File: src/rtl/isd_pkg.sv
// ----------------------------------------------------------------------------
// isd_pkg: shared definitions of the imu stillness detector
// widths, register map, reset values and the divider interface types
// ----------------------------------------------------------------------------
package isd_pkg;

  localparam int SAMPLE_BITS  = 16;
  localparam int COUNT_BITS   = 16;
  localparam int SUM_BITS     = SAMPLE_BITS + COUNT_BITS;
  localparam int REG_BITS     = 16;
  localparam int REG_IDX_BITS = 2;
  localparam int NUM_AXES     = 6;
  localparam int ACC_AXES     = 3;
  localparam int AXIS_BITS    = $clog2(NUM_AXES);
  localparam int DIV_CNT_BITS = $clog2(SUM_BITS);

  // register map
  localparam logic [REG_IDX_BITS-1:0] REG_GYRO_THR  = REG_IDX_BITS'(0);
  localparam logic [REG_IDX_BITS-1:0] REG_ACCEL_THR = REG_IDX_BITS'(1);
  localparam logic [REG_IDX_BITS-1:0] REG_MIN_SAMP  = REG_IDX_BITS'(2);

  localparam logic [REG_BITS-1:0] GYRO_THR_RST  = REG_BITS'(64);
  localparam logic [REG_BITS-1:0] ACCEL_THR_RST = REG_BITS'(128);
  localparam logic [REG_BITS-1:0] MIN_SAMP_RST  = REG_BITS'(200);

  typedef struct packed {
    logic                  start;
    logic [SUM_BITS-1:0]   dividend;  // two's complement
    logic [COUNT_BITS-1:0] divisor;   // unsigned, nonzero
  } div_req_t;

  typedef struct packed {
    logic                   done;
    logic [SAMPLE_BITS-1:0] quotient; // truncated toward zero
  } div_rsp_t;

endpackage

File: src/rtl/isd_serial_div.sv
// ----------------------------------------------------------------------------
// isd_serial_div: bit-serial signed divider
// restoring division of a window sum by the count, one quotient bit per cycle
// ----------------------------------------------------------------------------
module isd_serial_div (
  input  logic              clk_i,
  input  logic              rst_ni,
  input  isd_pkg::div_req_t req_i,
  output isd_pkg::div_rsp_t rsp_o
);
  import isd_pkg::*;

  logic                    busy_q, busy_d;
  logic                    done_q, done_d;
  logic [DIV_CNT_BITS-1:0] cnt_q, cnt_d;
  logic [COUNT_BITS-1:0]   rem_q, rem_d;
  logic [SUM_BITS-1:0]     quo_q, quo_d;
  logic [COUNT_BITS-1:0]   den_q, den_d;
  logic                    neg_q, neg_d;

  logic                    dvd_neg;
  logic [SUM_BITS-1:0]     dvd_mag;
  logic [COUNT_BITS:0]     shifted;
  logic [COUNT_BITS:0]     trial;
  logic                    fits;
  logic [SAMPLE_BITS-1:0]  qmag;

  assign dvd_neg = req_i.dividend[SUM_BITS-1];
  assign dvd_mag = dvd_neg ? (SUM_BITS'(0) - req_i.dividend) : req_i.dividend;

  // shift next dividend bit into the partial remainder
  assign shifted = {rem_q, quo_q[SUM_BITS-1]};
  assign fits    = shifted >= {1'b0, den_q};
  assign trial   = shifted - {1'b0, den_q};

  always_comb begin
    busy_d = busy_q;
    done_d = 1'b0;
    cnt_d  = cnt_q;
    rem_d  = rem_q;
    quo_d  = quo_q;
    den_d  = den_q;
    neg_d  = neg_q;
    if (req_i.start) begin
      busy_d = 1'b1;
      cnt_d  = DIV_CNT_BITS'(SUM_BITS - 1);
      rem_d  = '0;
      quo_d  = dvd_mag;
      den_d  = req_i.divisor;
      neg_d  = dvd_neg;
    end else if (busy_q) begin
      rem_d = fits ? trial[COUNT_BITS-1:0] : shifted[COUNT_BITS-1:0];
      quo_d = {quo_q[SUM_BITS-2:0], fits};
      if (cnt_q == '0) begin
        busy_d = 1'b0;
        done_d = 1'b1;
      end else begin
        cnt_d = cnt_q - 1'b1;
      end
    end
  end

  always_ff @(posedge clk_i or negedge rst_ni) begin
    if (!rst_ni) begin
      busy_q <= 1'b0;
      done_q <= 1'b0;
      cnt_q  <= '0;
    end else begin
      busy_q <= busy_d;
      done_q <= done_d;
      cnt_q  <= cnt_d;
    end
  end

  always_ff @(posedge clk_i) begin
    rem_q <= rem_d;
    quo_q <= quo_d;
    den_q <= den_d;
    neg_q <= neg_d;
  end

  // the mean of in-range samples always fits the sample width
  assign qmag           = quo_q[SAMPLE_BITS-1:0];
  assign rsp_o.done     = done_q;
  assign rsp_o.quotient = neg_q ? (SAMPLE_BITS'(0) - qmag) : qmag;

endmodule

File: src/rtl/imu_stillness_detector.sv
// ----------------------------------------------------------------------------
// imu_stillness_detector: zero-motion detection over a running imu window
// gyro and accel deviation tests, per-axis window sums and running means
// ----------------------------------------------------------------------------
// flow: a still sample is tested axis by axis, accumulated axis by axis,
//   divided once per axis for the six means, then output
// a moving sample or a full window skips the divisions
// one sample at a time: the next input beat is taken once the result of the
//   last one is loaded, later while the old result beat is stalled
// reset: window empty, sums and means zero, registers at their defaults
module imu_stillness_detector (
  input  logic                                 clk_i,
  input  logic                                 rst_ni,
  // configuration write port
  input  logic                                 cfg_we_i,
  input  logic [isd_pkg::REG_IDX_BITS-1:0]     cfg_idx_i,
  input  logic [isd_pkg::REG_BITS-1:0]         cfg_wdata_i,
  // sample channel
  input  logic                                 in_valid_i,
  output logic                                 in_ready_o,
  input  logic signed [isd_pkg::SAMPLE_BITS-1:0] acc_x_i,
  input  logic signed [isd_pkg::SAMPLE_BITS-1:0] acc_y_i,
  input  logic signed [isd_pkg::SAMPLE_BITS-1:0] acc_z_i,
  input  logic signed [isd_pkg::SAMPLE_BITS-1:0] gyr_x_i,
  input  logic signed [isd_pkg::SAMPLE_BITS-1:0] gyr_y_i,
  input  logic signed [isd_pkg::SAMPLE_BITS-1:0] gyr_z_i,
  // result channel
  output logic                                 out_valid_o,
  input  logic                                 out_ready_i,
  output logic                                 still_ready_o,
  output logic                                 moving_o,
  output logic [isd_pkg::COUNT_BITS-1:0]       window_count_o,
  output logic signed [isd_pkg::SAMPLE_BITS-1:0] acc_mean_x_o,
  output logic signed [isd_pkg::SAMPLE_BITS-1:0] acc_mean_y_o,
  output logic signed [isd_pkg::SAMPLE_BITS-1:0] acc_mean_z_o,
  output logic signed [isd_pkg::SAMPLE_BITS-1:0] gyr_mean_x_o,
  output logic signed [isd_pkg::SAMPLE_BITS-1:0] gyr_mean_y_o,
  output logic signed [isd_pkg::SAMPLE_BITS-1:0] gyr_mean_z_o
);
  import isd_pkg::*;

  // sequencer states
  localparam logic [2:0] ST_IDLE     = 3'd0;
  localparam logic [2:0] ST_CHECK    = 3'd1;
  localparam logic [2:0] ST_ACCUM    = 3'd2;
  localparam logic [2:0] ST_DIV_GO   = 3'd3;
  localparam logic [2:0] ST_DIV_WAIT = 3'd4;
  localparam logic [2:0] ST_OUT      = 3'd5;

  localparam logic [AXIS_BITS-1:0] LAST_AXIS = AXIS_BITS'(NUM_AXES - 1);

  // configuration registers
  logic [REG_BITS-1:0]    gyro_thr_q, accel_thr_q, min_samp_q;

  // control
  logic [2:0]             state_q, state_d;
  logic [AXIS_BITS-1:0]   idx_q, idx_d;
  logic                   moving_q, moving_d;
  logic [COUNT_BITS-1:0]  count_q, count_d;
  logic                   out_valid_q, out_valid_d;

  // window state: axes 0..2 accel, 3..5 gyro
  logic [SUM_BITS-1:0]    sums_q [NUM_AXES];
  logic [SAMPLE_BITS-1:0] mean_q [NUM_AXES];
  logic [SAMPLE_BITS-1:0] samp_q [NUM_AXES];

  // result register
  logic                   out_still_q, out_moving_q;
  logic [COUNT_BITS-1:0]  out_count_q;
  logic [SAMPLE_BITS-1:0] out_mean_q [NUM_AXES];

  div_req_t               div_req;
  div_rsp_t               div_rsp;

  logic                   is_acc;
  logic [SAMPLE_BITS-1:0] cur_samp, cur_mean;
  logic [SAMPLE_BITS:0]   diff, diff_mag;
  logic [REG_BITS-1:0]    cur_thr;
  logic                   over_thr, test_en;
  logic [SUM_BITS-1:0]    samp_ext;
  logic                   count_full;
  logic                   out_load;

  // ---------------------------------------------------------------------------
  // configuration writes, taken whenever enabled
  // ---------------------------------------------------------------------------
  always_ff @(posedge clk_i or negedge rst_ni) begin
    if (!rst_ni) begin
      gyro_thr_q  <= GYRO_THR_RST;
      accel_thr_q <= ACCEL_THR_RST;
      min_samp_q  <= MIN_SAMP_RST;
    end else if (cfg_we_i) begin
      case (cfg_idx_i)
        REG_GYRO_THR:  gyro_thr_q  <= cfg_wdata_i;
        REG_ACCEL_THR: accel_thr_q <= cfg_wdata_i;
        REG_MIN_SAMP:  min_samp_q  <= cfg_wdata_i;
        default: ;
      endcase
    end
  end

  // ---------------------------------------------------------------------------
  // shared threshold test, one axis per cycle
  // gyro: |g| > gyro threshold
  // accel: |a - mean| > accel threshold, only with a nonempty window
  // ---------------------------------------------------------------------------
  assign is_acc   = idx_q < AXIS_BITS'(ACC_AXES);
  assign cur_samp = samp_q[idx_q];
  assign cur_mean = is_acc ? mean_q[idx_q] : '0;
  assign diff     = {cur_samp[SAMPLE_BITS-1], cur_samp} - {cur_mean[SAMPLE_BITS-1], cur_mean};
  assign diff_mag = diff[SAMPLE_BITS] ? ((SAMPLE_BITS + 1)'(0) - diff) : diff;
  assign cur_thr  = is_acc ? accel_thr_q : gyro_thr_q;
  assign over_thr = {{REG_BITS{1'b0}}, diff_mag} > {{(SAMPLE_BITS + 1){1'b0}}, cur_thr};
  assign test_en  = !is_acc || (count_q != '0);

  // sample sign-extended to the sum width for accumulation
  assign samp_ext   = {{(SUM_BITS - SAMPLE_BITS){cur_samp[SAMPLE_BITS-1]}}, cur_samp};
  assign count_full = count_q == '1;

  // the result register takes a new beat once the old one has gone
  assign out_load = (state_q == ST_OUT) && (!out_valid_q || out_ready_i);

  // divider request: current axis sum over the updated count
  assign div_req.start    = state_q == ST_DIV_GO;
  assign div_req.dividend = sums_q[idx_q];
  assign div_req.divisor  = count_q;

  isd_serial_div u_div (
    .clk_i  (clk_i),
    .rst_ni (rst_ni),
    .req_i  (div_req),
    .rsp_o  (div_rsp)
  );

  // ---------------------------------------------------------------------------
  // sequencer
  // ---------------------------------------------------------------------------
  always_comb begin
    state_d     = state_q;
    idx_d       = idx_q;
    moving_d    = moving_q;
    count_d     = count_q;
    out_valid_d = out_valid_q;
    if (out_valid_q && out_ready_i) begin
      out_valid_d = 1'b0;
    end
    case (state_q)
      ST_IDLE: begin
        if (in_valid_i) begin
          state_d  = ST_CHECK;
          idx_d    = '0;
          moving_d = 1'b0;
        end
      end
      ST_CHECK: begin
        moving_d = moving_q | (over_thr & test_en);
        if (idx_q == LAST_AXIS) begin
          idx_d   = '0;
          state_d = ST_ACCUM;
        end else begin
          idx_d = idx_q + 1'b1;
        end
      end
      ST_ACCUM: begin
        if (moving_q) begin
          // movement empties the window
          count_d = '0;
          state_d = ST_OUT;
        end else if (count_full) begin
          // full window: sums and means stay as they are
          state_d = ST_OUT;
        end else if (idx_q == LAST_AXIS) begin
          count_d = count_q + 1'b1;
          idx_d   = '0;
          state_d = ST_DIV_GO;
        end else begin
          idx_d = idx_q + 1'b1;
        end
      end
      ST_DIV_GO: begin
        state_d = ST_DIV_WAIT;
      end
      ST_DIV_WAIT: begin
        if (div_rsp.done) begin
          if (idx_q == LAST_AXIS) begin
            idx_d   = '0;
            state_d = ST_OUT;
          end else begin
            idx_d   = idx_q + 1'b1;
            state_d = ST_DIV_GO;
          end
        end
      end
      ST_OUT: begin
        if (out_load) begin
          out_valid_d = 1'b1;
          state_d     = ST_IDLE;
        end
      end
      default: begin
        state_d = ST_IDLE;
      end
    endcase
  end

  always_ff @(posedge clk_i or negedge rst_ni) begin
    if (!rst_ni) begin
      state_q     <= ST_IDLE;
      idx_q       <= '0;
      moving_q    <= 1'b0;
      count_q     <= '0;
      out_valid_q <= 1'b0;
    end else begin
      state_q     <= state_d;
      idx_q       <= idx_d;
      moving_q    <= moving_d;
      count_q     <= count_d;
      out_valid_q <= out_valid_d;
    end
  end

  // window sums and means
  always_ff @(posedge clk_i or negedge rst_ni) begin
    if (!rst_ni) begin
      for (int i = 0; i < NUM_AXES; i++) begin
        sums_q[i] <= '0;
        mean_q[i] <= '0;
      end
    end else begin
      if (state_q == ST_ACCUM) begin
        if (moving_q) begin
          for (int i = 0; i < NUM_AXES; i++) begin
            sums_q[i] <= '0;
          end
        end else if (!count_full) begin
          sums_q[idx_q] <= sums_q[idx_q] + samp_ext;
        end
      end
      if (state_q == ST_DIV_WAIT && div_rsp.done) begin
        mean_q[idx_q] <= div_rsp.quotient;
      end
    end
  end

  // sample capture on the input beat
  always_ff @(posedge clk_i) begin
    if (in_valid_i && in_ready_o) begin
      samp_q[0] <= acc_x_i;
      samp_q[1] <= acc_y_i;
      samp_q[2] <= acc_z_i;
      samp_q[3] <= gyr_x_i;
      samp_q[4] <= gyr_y_i;
      samp_q[5] <= gyr_z_i;
    end
  end

  // result register, means read as zero on an empty window
  always_ff @(posedge clk_i) begin
    if (out_load) begin
      out_still_q  <= !moving_q &&
                      ({{REG_BITS{1'b0}}, count_q} >= {{COUNT_BITS{1'b0}}, min_samp_q});
      out_moving_q <= moving_q;
      out_count_q  <= count_q;
      for (int i = 0; i < NUM_AXES; i++) begin
        out_mean_q[i] <= (count_q == '0) ? '0 : mean_q[i];
      end
    end
  end

  assign in_ready_o     = state_q == ST_IDLE;
  assign out_valid_o    = out_valid_q;
  assign still_ready_o  = out_still_q;
  assign moving_o       = out_moving_q;
  assign window_count_o = out_count_q;
  assign acc_mean_x_o   = out_mean_q[0];
  assign acc_mean_y_o   = out_mean_q[1];
  assign acc_mean_z_o   = out_mean_q[2];
  assign gyr_mean_x_o   = out_mean_q[3];
  assign gyr_mean_y_o   = out_mean_q[4];
  assign gyr_mean_z_o   = out_mean_q[5];

`ifndef SYNTHESIS
  // the divider never runs on an empty window
  a_div_nonzero: assert property (@(posedge clk_i) disable iff (!rst_ni)
    state_q == ST_DIV_GO |-> count_q != '0)
    else $error("division started with zero count");

  // a divider result only arrives while the sequencer waits for it
  a_div_done_wait: assert property (@(posedge clk_i) disable iff (!rst_ni)
    div_rsp.done |-> state_q == ST_DIV_WAIT)
    else $error("divider done outside wait state");

  // a moving beat reports an empty, not ready window
  a_moving_empty: assert property (@(posedge clk_i) disable iff (!rst_ni)
    out_valid_o && moving_o |-> window_count_o == '0 && !still_ready_o)
    else $error("moving beat with nonempty window");

  // an empty window reports zero means
  a_empty_zero: assert property (@(posedge clk_i) disable iff (!rst_ni)
    out_valid_o && window_count_o == '0 |->
      acc_mean_x_o == '0 && acc_mean_y_o == '0 && acc_mean_z_o == '0 &&
      gyr_mean_x_o == '0 && gyr_mean_y_o == '0 && gyr_mean_z_o == '0)
    else $error("nonzero mean on empty window");
`endif

endmodule
File: config.mk
export PLATFORM = sky130hd
export DESIGN_NAME = imu_stillness_detector
export DESIGN_NICKNAME = d
export VERILOG_FILES = /design/src/rtl/isd_pkg.sv /design/src/rtl/isd_serial_div.sv /design/src/rtl/imu_stillness_detector.sv
export SDC_FILE = /design/constraint.sdc
export NUM_CORES = 1
export LEC_CHECK = 0
export ABC_AREA = 1
export BUFFER_PORTS_ARGS = -buffer_cell sky130_fd_sc_hd__buf_4
export CORE_UTILIZATION = 50
export DETAILED_ROUTE_END_ITERATION = 6
export PLACE_DENSITY = 0.71
export SETUP_SLACK_MARGIN = 0.15
export SLEW_MARGIN = 30
export SYNTH_ARGS = -nofsm -noshare
export SYNTH_HDL_FRONTEND = slang
export SYNTH_SLANG_ARGS = --single-unit
export TNS_END_PERCENT = 100
File: constraint.sdc
create_clock -name clk_i -period 6.2 [get_ports clk_i]
set_input_delay 0.62 -clock clk_i [delete_from_list [all_inputs] [get_ports clk_i]]
set_output_delay 0.62 -clock clk_i [all_outputs]
set_load 0.005 [all_outputs]
* After elaboration in Yosys (flattened, before gate mapping)
Memory sizes are Yosys's and may differ from the RTL's.
Index checks and enable logic that the tools add are counted.
** Word-level totals
- Memories kept :: 2
- Flip-flop bits (word level) :: 450
- Input port bits :: 119
- RAM bits :: 192
- Logic and storage cells :: 161
** Cells by class
- Equal/unequal tests :: 18
- Add/subtract/negate cells :: 9
- $lt $le $gt $ge :: 6
- Reduce and logical (&&, ||, !) cells :: 29
- Multiplexer cells :: 64
- Bitwise logic cells :: 3
** Memories
- out_mean_q :: words 6, bits a word 16, read ports 6, clocked after Yosys merged registers in 0, write ports 6, line imu_stillness_detector.sv:70 : logic [SAMPLE_BITS-1:0] out_mean_q [NUM_AXES];
- samp_q :: words 6, bits a word 16, read ports 1, clocked after Yosys merged registers in 0, write ports 6, line imu_stillness_detector.sv:65 : logic [SAMPLE_BITS-1:0] samp_q [NUM_AXES];
** Operator list (count)
- 192-bit 2-to-1 mux :: 2
- 16-bit 2-to-1 mux :: 16
- 192-bit bitwise mux :: 1
- 32-bit 2-to-1 mux :: 6
- 32-bit binary-select mux with 3-bit select :: 1
- 96-bit bitwise mux :: 1
- 32-bit demux with 3-bit select :: 1
- 16-bit binary-select mux with 3-bit select :: 1
- 16-bit demux with 3-bit select :: 1
- 3-bit 2-to-1 mux :: 13
- 32-bit adder :: 1
- 1-bit by 32-bit subtractor with 32-bit output, first input constant :: 1
- 3-bit case mux with 6 select lines :: 1
- 17-bit by 16-bit greater-or-equal comparator with 1-bit output :: 1
- 17-bit by 16-bit > comparator with 1-bit output :: 1
- 17-bit 2-to-1 mux :: 1
- 1-bit by 17-bit subtractor with 17-bit output, first input constant :: 1
- 16-bit by 16-bit subtractor with 17-bit output :: 1
- 16-bit by 1-bit adder with 16-bit output, second input constant :: 1
- 16-bit == test, second input constant :: 1
- 16-bit greater-or-equal comparator :: 1
- 16-bit zero test :: 1
- 16-bit nonzero test :: 1
- 1-bit by 16-bit subtractor with 16-bit output, first input constant :: 1
- 32 further kinds :: 72

* Depth between registers and ports, before layout
- Depth after elaboration :: 12
- Gate-level depth with buffers :: 41
- Depth with buffers taken out :: 39

* Hierarchy
Synthesis repeated with hierarchy kept, for this count alone.
** Unflattened totals
- Cells, all modules :: 3674
- Area, all modules :: 32399.8 um2
** Modules (own cells, without submodules)
- imu_stillness_detector :: sequential area each 15320.9 um2, times used 1, cells an instance 2934, area an instance 27144.8 um2
- isd_serial_div :: sequential area each 1966.9 um2, times used 1, cells an instance 740, area an instance 5255.0 um2

* Worst setup path after synthesis
No wires, ideal clock.
- Kind :: input to register
- Start :: in out_ready_i
- End :: reg out_moving_q, in the netlist moving_o (enable)
- Buffers on the path :: 0
- Data arrival time :: 5388 ps
- Library setup time :: 588 ps
- Setup slack :: 224 ps
- Stages :: 2
- Data required time :: 5612 ps
- Cells stage by stage :: nor2_1 nor2_1
** On the way
- Word-level cells in the longest chain between the ends :: 2
** RTL lines
- from (decl) :: line imu_stillness_detector.sv:29 : input logic out_ready_i,
- 1-bit logical OR :: line imu_stillness_detector.sv:121 : assign out_load = (state_q == ST_OUT) && (!out_valid_q || out_ready_i);
- 1-bit logical AND :: line imu_stillness_detector.sv:121
- via out_load :: line imu_stillness_detector.sv:82 : logic out_load;
- to (signal assigned) :: line imu_stillness_detector.sv:262 : out_moving_q <= moving_q;
- to (decl) :: line imu_stillness_detector.sv:68 : logic out_still_q, out_moving_q;
The timed path passes the listed nets, and every way through them passes these cells.
A chain may end at the register's enable or synchronous reset.

* Final worst setup path
- Start :: reg idx_q[1]
- End :: reg moving_q
** On the way
- Word-level cells in the longest chain between the ends :: 12
- Elaborated cells on any way between the ends :: 17
** RTL lines
- from (decl) :: line imu_stillness_detector.sv:57 : logic [AXIS_BITS-1:0] idx_q, idx_d;
- from (signal assigned) :: line imu_stillness_detector.sv:215 : idx_q <= idx_d;
- 3-bit inverter with 4-bit output (not written as such) :: line imu_stillness_detector.sv:109 : assign cur_mean = is_acc ? mean_q[idx_q] : '0;
- 16-bit binary-select mux with 3-bit select :: line imu_stillness_detector.sv:109
- 16-bit 2-to-1 mux (not written as such) (2 in series) :: line imu_stillness_detector.sv:109
- 16-bit 2-to-1 mux :: line imu_stillness_detector.sv:109
- 16-bit by 16-bit subtractor with 17-bit output :: line imu_stillness_detector.sv:110 : assign diff = {cur_samp[SAMPLE_BITS-1], cur_samp} - {cur_mean[SAMPLE_BITS-1], cur_mean};
- 1-bit by 17-bit subtractor with 17-bit output :: line imu_stillness_detector.sv:111 : assign diff_mag = diff[SAMPLE_BITS] ? ((SAMPLE_BITS + 1)'(0) - diff) : diff;
- 17-bit 2-to-1 mux :: line imu_stillness_detector.sv:111
- 17-bit by 16-bit > comparator with 1-bit output :: line imu_stillness_detector.sv:113 : assign over_thr = {{REG_BITS{1'b0}}, diff_mag} > {{(SAMPLE_BITS + 1){1'b0}}, cur_thr};
- 1-bit bitwise AND * :: line imu_stillness_detector.sv:156 : moving_d = moving_q | (over_thr & test_en);
- 1-bit OR * :: line imu_stillness_detector.sv:156
- 1-bit case mux with 2 select lines * :: line imu_stillness_detector.sv:147 : case (state_q)
- to (signal assigned) :: line imu_stillness_detector.sv:216 : moving_q <= moving_d;
- to (decl) :: line imu_stillness_detector.sv:58 : logic moving_q, moving_d;
Mark *: on every way between the ends. The rest lies on a longest branch, timed or not. The select of a mux whose other input is x is not followed.

==> impl_metrics.csv <==
group,metric,value,unit
run_status,status,"finished, violations left",
run_status,violations,"DRC",
critical_path,crit_family,"simple AND/OR/NAND/NOR gates",
timing,maxSlewViolCount,0,
global_route,grt_usage,28.4,%
timing,hold_viol_final,0,
logic_synthesis,synth_edf_count,259,
critical_path,required,6700,ps
critical_path,cpMostUsedCell,"nand2_1",
detailed_routing,avgViaCountPerCell,5.53,
cells_and_area,fin_util,58.5,%
clock_network,hold_buffers,0,
critical_path,path_buf_inv,4,
clock_network,path_clk_slew,60,ps
global_route,grt_start_max_net_pins,124,
logic_synthesis,synthDistinctLibCells,60,
timing,hold_slack,90.6,ps
critical_path,cp-end-kind,"flop",
clock_network,cts_tree,"done",
detailed_routing,vias,26700,
die,die_x,258,µm
cells_and_area,regArea,0.0173,mm²
critical_path,cp_slowest_stage_delay,610,ps
cells_and_area,area_growth,15.5,%
placed_design,place_ws,1060,ps
detailed_routing,postRouteAntennaNets,0,
clock_network,cts_setup_buffers,0,
critical_path,cp_num_cells,37,
placed_design,place_hpwl,67.3,mm
clock_network,cts_buffers,69,
logic_synthesis,ys_seq_area_share,52.8,%
detailed_routing,first_iter_violations,2760,
critical_path,timing.critical_path.to,"moving_q$_DFFE_PN0P_",
logic_synthesis,syn_inst,3705,
detailed_routing,dr.pass1.iters,7,
timing,finalSetupViolCount,0,
die,dieArea,0.0665,mm²
critical_path,path_class,"reg -> reg",
die,design.portCount,235,
logic_synthesis,yosys_most_used_dff,"dfrtp_1",
critical_path,cp.arrival,5820,ps
cells_and_area,num_antenna_cells,0,
critical_path,ff2ff_setup_slack,880,ps
global_route,gr-total-overflow,0,
worst_hold_path,hp-class,"in -> async",
detailed_routing,post_drt_wl_per_cell,19.5,µm
critical_path,ff2ff_path_depth,37,
timing,final.setup.tns,0,ps
power_and_ir_drop,power_density,590,mW/mm²
cells_and_area,finish.net_count,4145,
clock_network,cts-resized-gates,0,
timing,slew_headroom,31.1,%
cells_and_area,drive_above_1_share,13.9,%
logic_synthesis,syn_area,0.0327,mm²
critical_path,critPathLaunchType,"flop",
timing,rsz0062_at_grt,"false",
die,die_height,258,µm
timing,clock-skew-final,26.0,ps
die,num_rows,93,
detailed_routing,drt_wl_total,94.1,mm
detailed_routing,wl_met1,40.8,mm
detailed_routing,wl_met3,8.55,mm
critical_path,crit_start,"idx_q[1]$_DFFE_PN0P_",
clock_network,h-tree-depth,3,
power_and_ir_drop,p_leak,17.1,nW
die,core,0.0646,mm²
run,max_cap_viol_count,0,
timing,worstMarginPinSlew,1030,ps
global_route,grt_pass1_wl,145,mm
placed_design,portBuffers,234,
logic_synthesis,ys_seq_elements,642,
timing,fin_crit_sh,85.8,%
logic_synthesis,avgSynthCellArea,8.83,µm²
logic_synthesis,yosys_warnings,0,
cells_and_area,fillers,5621,
timing,min_period,5320,ps
timing,fmaxAchievable,188,MHz
die,initial_core_util,50.7,%
global_route,grt_pass1_vias,25200,
critical_path,cp_max_fo,27,
detailed_routing,highest_layer,"met4",
clock_network,cts_buffer_depth,3,
clock_network,cts-root-buf,"clkbuf_16",
detailed_routing,drc,7,
clock_network,clock_sinks,642,
critical_path,timing.rr.end,"moving_q$_DFFE_PN0P_",
critical_path,r2r-start,"idx_q[1]$_DFFE_PN0P_",
power_and_ir_drop,ir_worst_vdd,0.341,mV
cells_and_area,fin_area,0.0378,mm²
global_route,antenna_found_initial,0,
logic_synthesis,synth.net_count,3929,
critical_path,critical_path.slowest_cell,"dfrtp_1",
timing,post-route-worst-setup-slack,882,ps
detailed_routing,dr_wl_met2,41.1,mm
logic_synthesis,synthArstFlopShare,57.2,%
cells_and_area,multiInputGateArea,0.0132,mm²
clock_network,clock_latency,630,ps
placed_design,placed_area,0.0353,mm²
placed_design,place.gp.congestion,1.00,
-- routing by layer --
layer / track usage, % / vias up
li1: - / 12700
met1: 40.5 / 12600
met2: 42.5 / 1204
met3: 5.97 / 197
met4: 11.1 / 0
met5: 0 / -
-- placed cells by master (no fill, tap or decap), types with 9 or more instances in the layout --
cell type	instances
clkbuf_1	13
nor2_4	14
nand2_2	17
nor2_2	30
xnor2_1	36
ha_1	102
inv_1	423
bufinv_16	10
o31ai_1	11
buf_4	276
mux2i_1	16
nand3_4	10
nor2_1	271
o21ai_1	19
a21o_1	10
inv_2	14
edfxtp_1	259
nand3_2	17
clkinvlp_4	9
o22ai_1	57
clkinv_1	14
nand3b_1	10
a21oi_1	119
dfrtp_1	361
xor2_1	41
nand2_1	974
o211ai_2	35
nand3_1	192
o211ai_1	29
dfxtp_1	16
o21bai_1	9
o21ai_0	345
clkbuf_16	75
nor3_1	24
nand4_1	33
-- power breakdown --
group / leakage, nW / switching [mW] / internal (mW)
combinational: 8.44 / 8.16 / 3.62
sequential: 7.50 / 0.541 / 5.52
clock: 1.17 / 1.75 / 2.69
-- worst register-to-register path: cells and delay by family, from the launching register on --
| family | cells | cell delay [ps] |
|---|---|---|
| flops | 1 | 610 |
| fa+ha+maj | 2 | 630 |
| buf+inv | 4 | 1030 |
| compound gates | 3 | 220 |
| xor+xnor | 1 | 160 |
| simple gates | 27 | 2550 |
-- Yosys cell counts (all sizes together), types with 25 or more instances --
library cell,count,area share [%]
nand3,219,4.0
dfrtp,362,28
inv,438,5.0
nor2,317,4.2
nand2,992,12
a21oi,124,2.0
buf,63,1.2
o21ai,367,5.6
nand4,33,0.63
xnor2,36,0.96
ha,102,3.9
xor2,41,1.1
nor3,25,0.40
clkbuf,71,0.81
edfxtp,259,24
o211ai,64,2.0
o22ai,57,1.1
-- sequential cells by signal, summed over array words and instances, names as in the netlist, 3 cells and up --
name / cells
u_div.quo_q: 32
mean_q: 96
min_samp_q: 16
u_div.rem_q: 16
state_q: 3
accel_thr_q: 16
u_div.cnt_q: 5
count_q: 16
u_div.den_q: 16
samp_q: 96
gyro_thr_q: 16
sums_q: 192
window_count_o: 16
idx_q: 3
out_mean_q: 96
-- layout make-up --
cell class,instances,share of cell area (%)
inverters,445,4.43
repair buffers,279,5.63
well taps,855,2.83
clock buffers,93,5.28
multi-input cells,2484,34.8
clock inverters,35,1.24
flip-flops and latches,642,45.8
-- worst min path at each step --
stage,from,endpoint,slack (ps)
final,rst_ni,sums_q[4]$_DFFE_PN0P_,90
after global routing,acc_y_i[8],samp_q[1][8]$_DFFE_PP_,150
after detailed placement,u_div.rem_q[15]$_SDFFE_PP0P_,u_div.rem_q[15]$_SDFFE_PP0P_,440
after floorplan,rst_ni,accel_thr_q[0]$_DFFE_PN0P_,320
after CTS,rst_ni,sums_q[22]$_DFFE_PN0P_,110
after global placement,u_div.rem_q[15]$_SDFFE_PP0P_,u_div.rem_q[15]$_SDFFE_PP0P_,440
-- through the flow --
stage | std cells | power, mW
final | 4833 | 22.3
after global routing | 4833 | 23.9
after CTS | 4833 | 22.2
after detailed placement | 4705 | 17.7
after global placement | 4705 | 17.6
after floorplan | 3705 | 14.3
-- cell families after synthesis --
group / synth area share, %
muxes: 0.524
DFF: 52.8
and+or+nand+nor: 21.2
xor gates and xnor gates: 2.06
adders and majority gates: 4.08
buffers and inverters: 7.11
AOI/OAI and AO/OA: 12.2
Note: power is estimated with default switching activity, not from simulation.
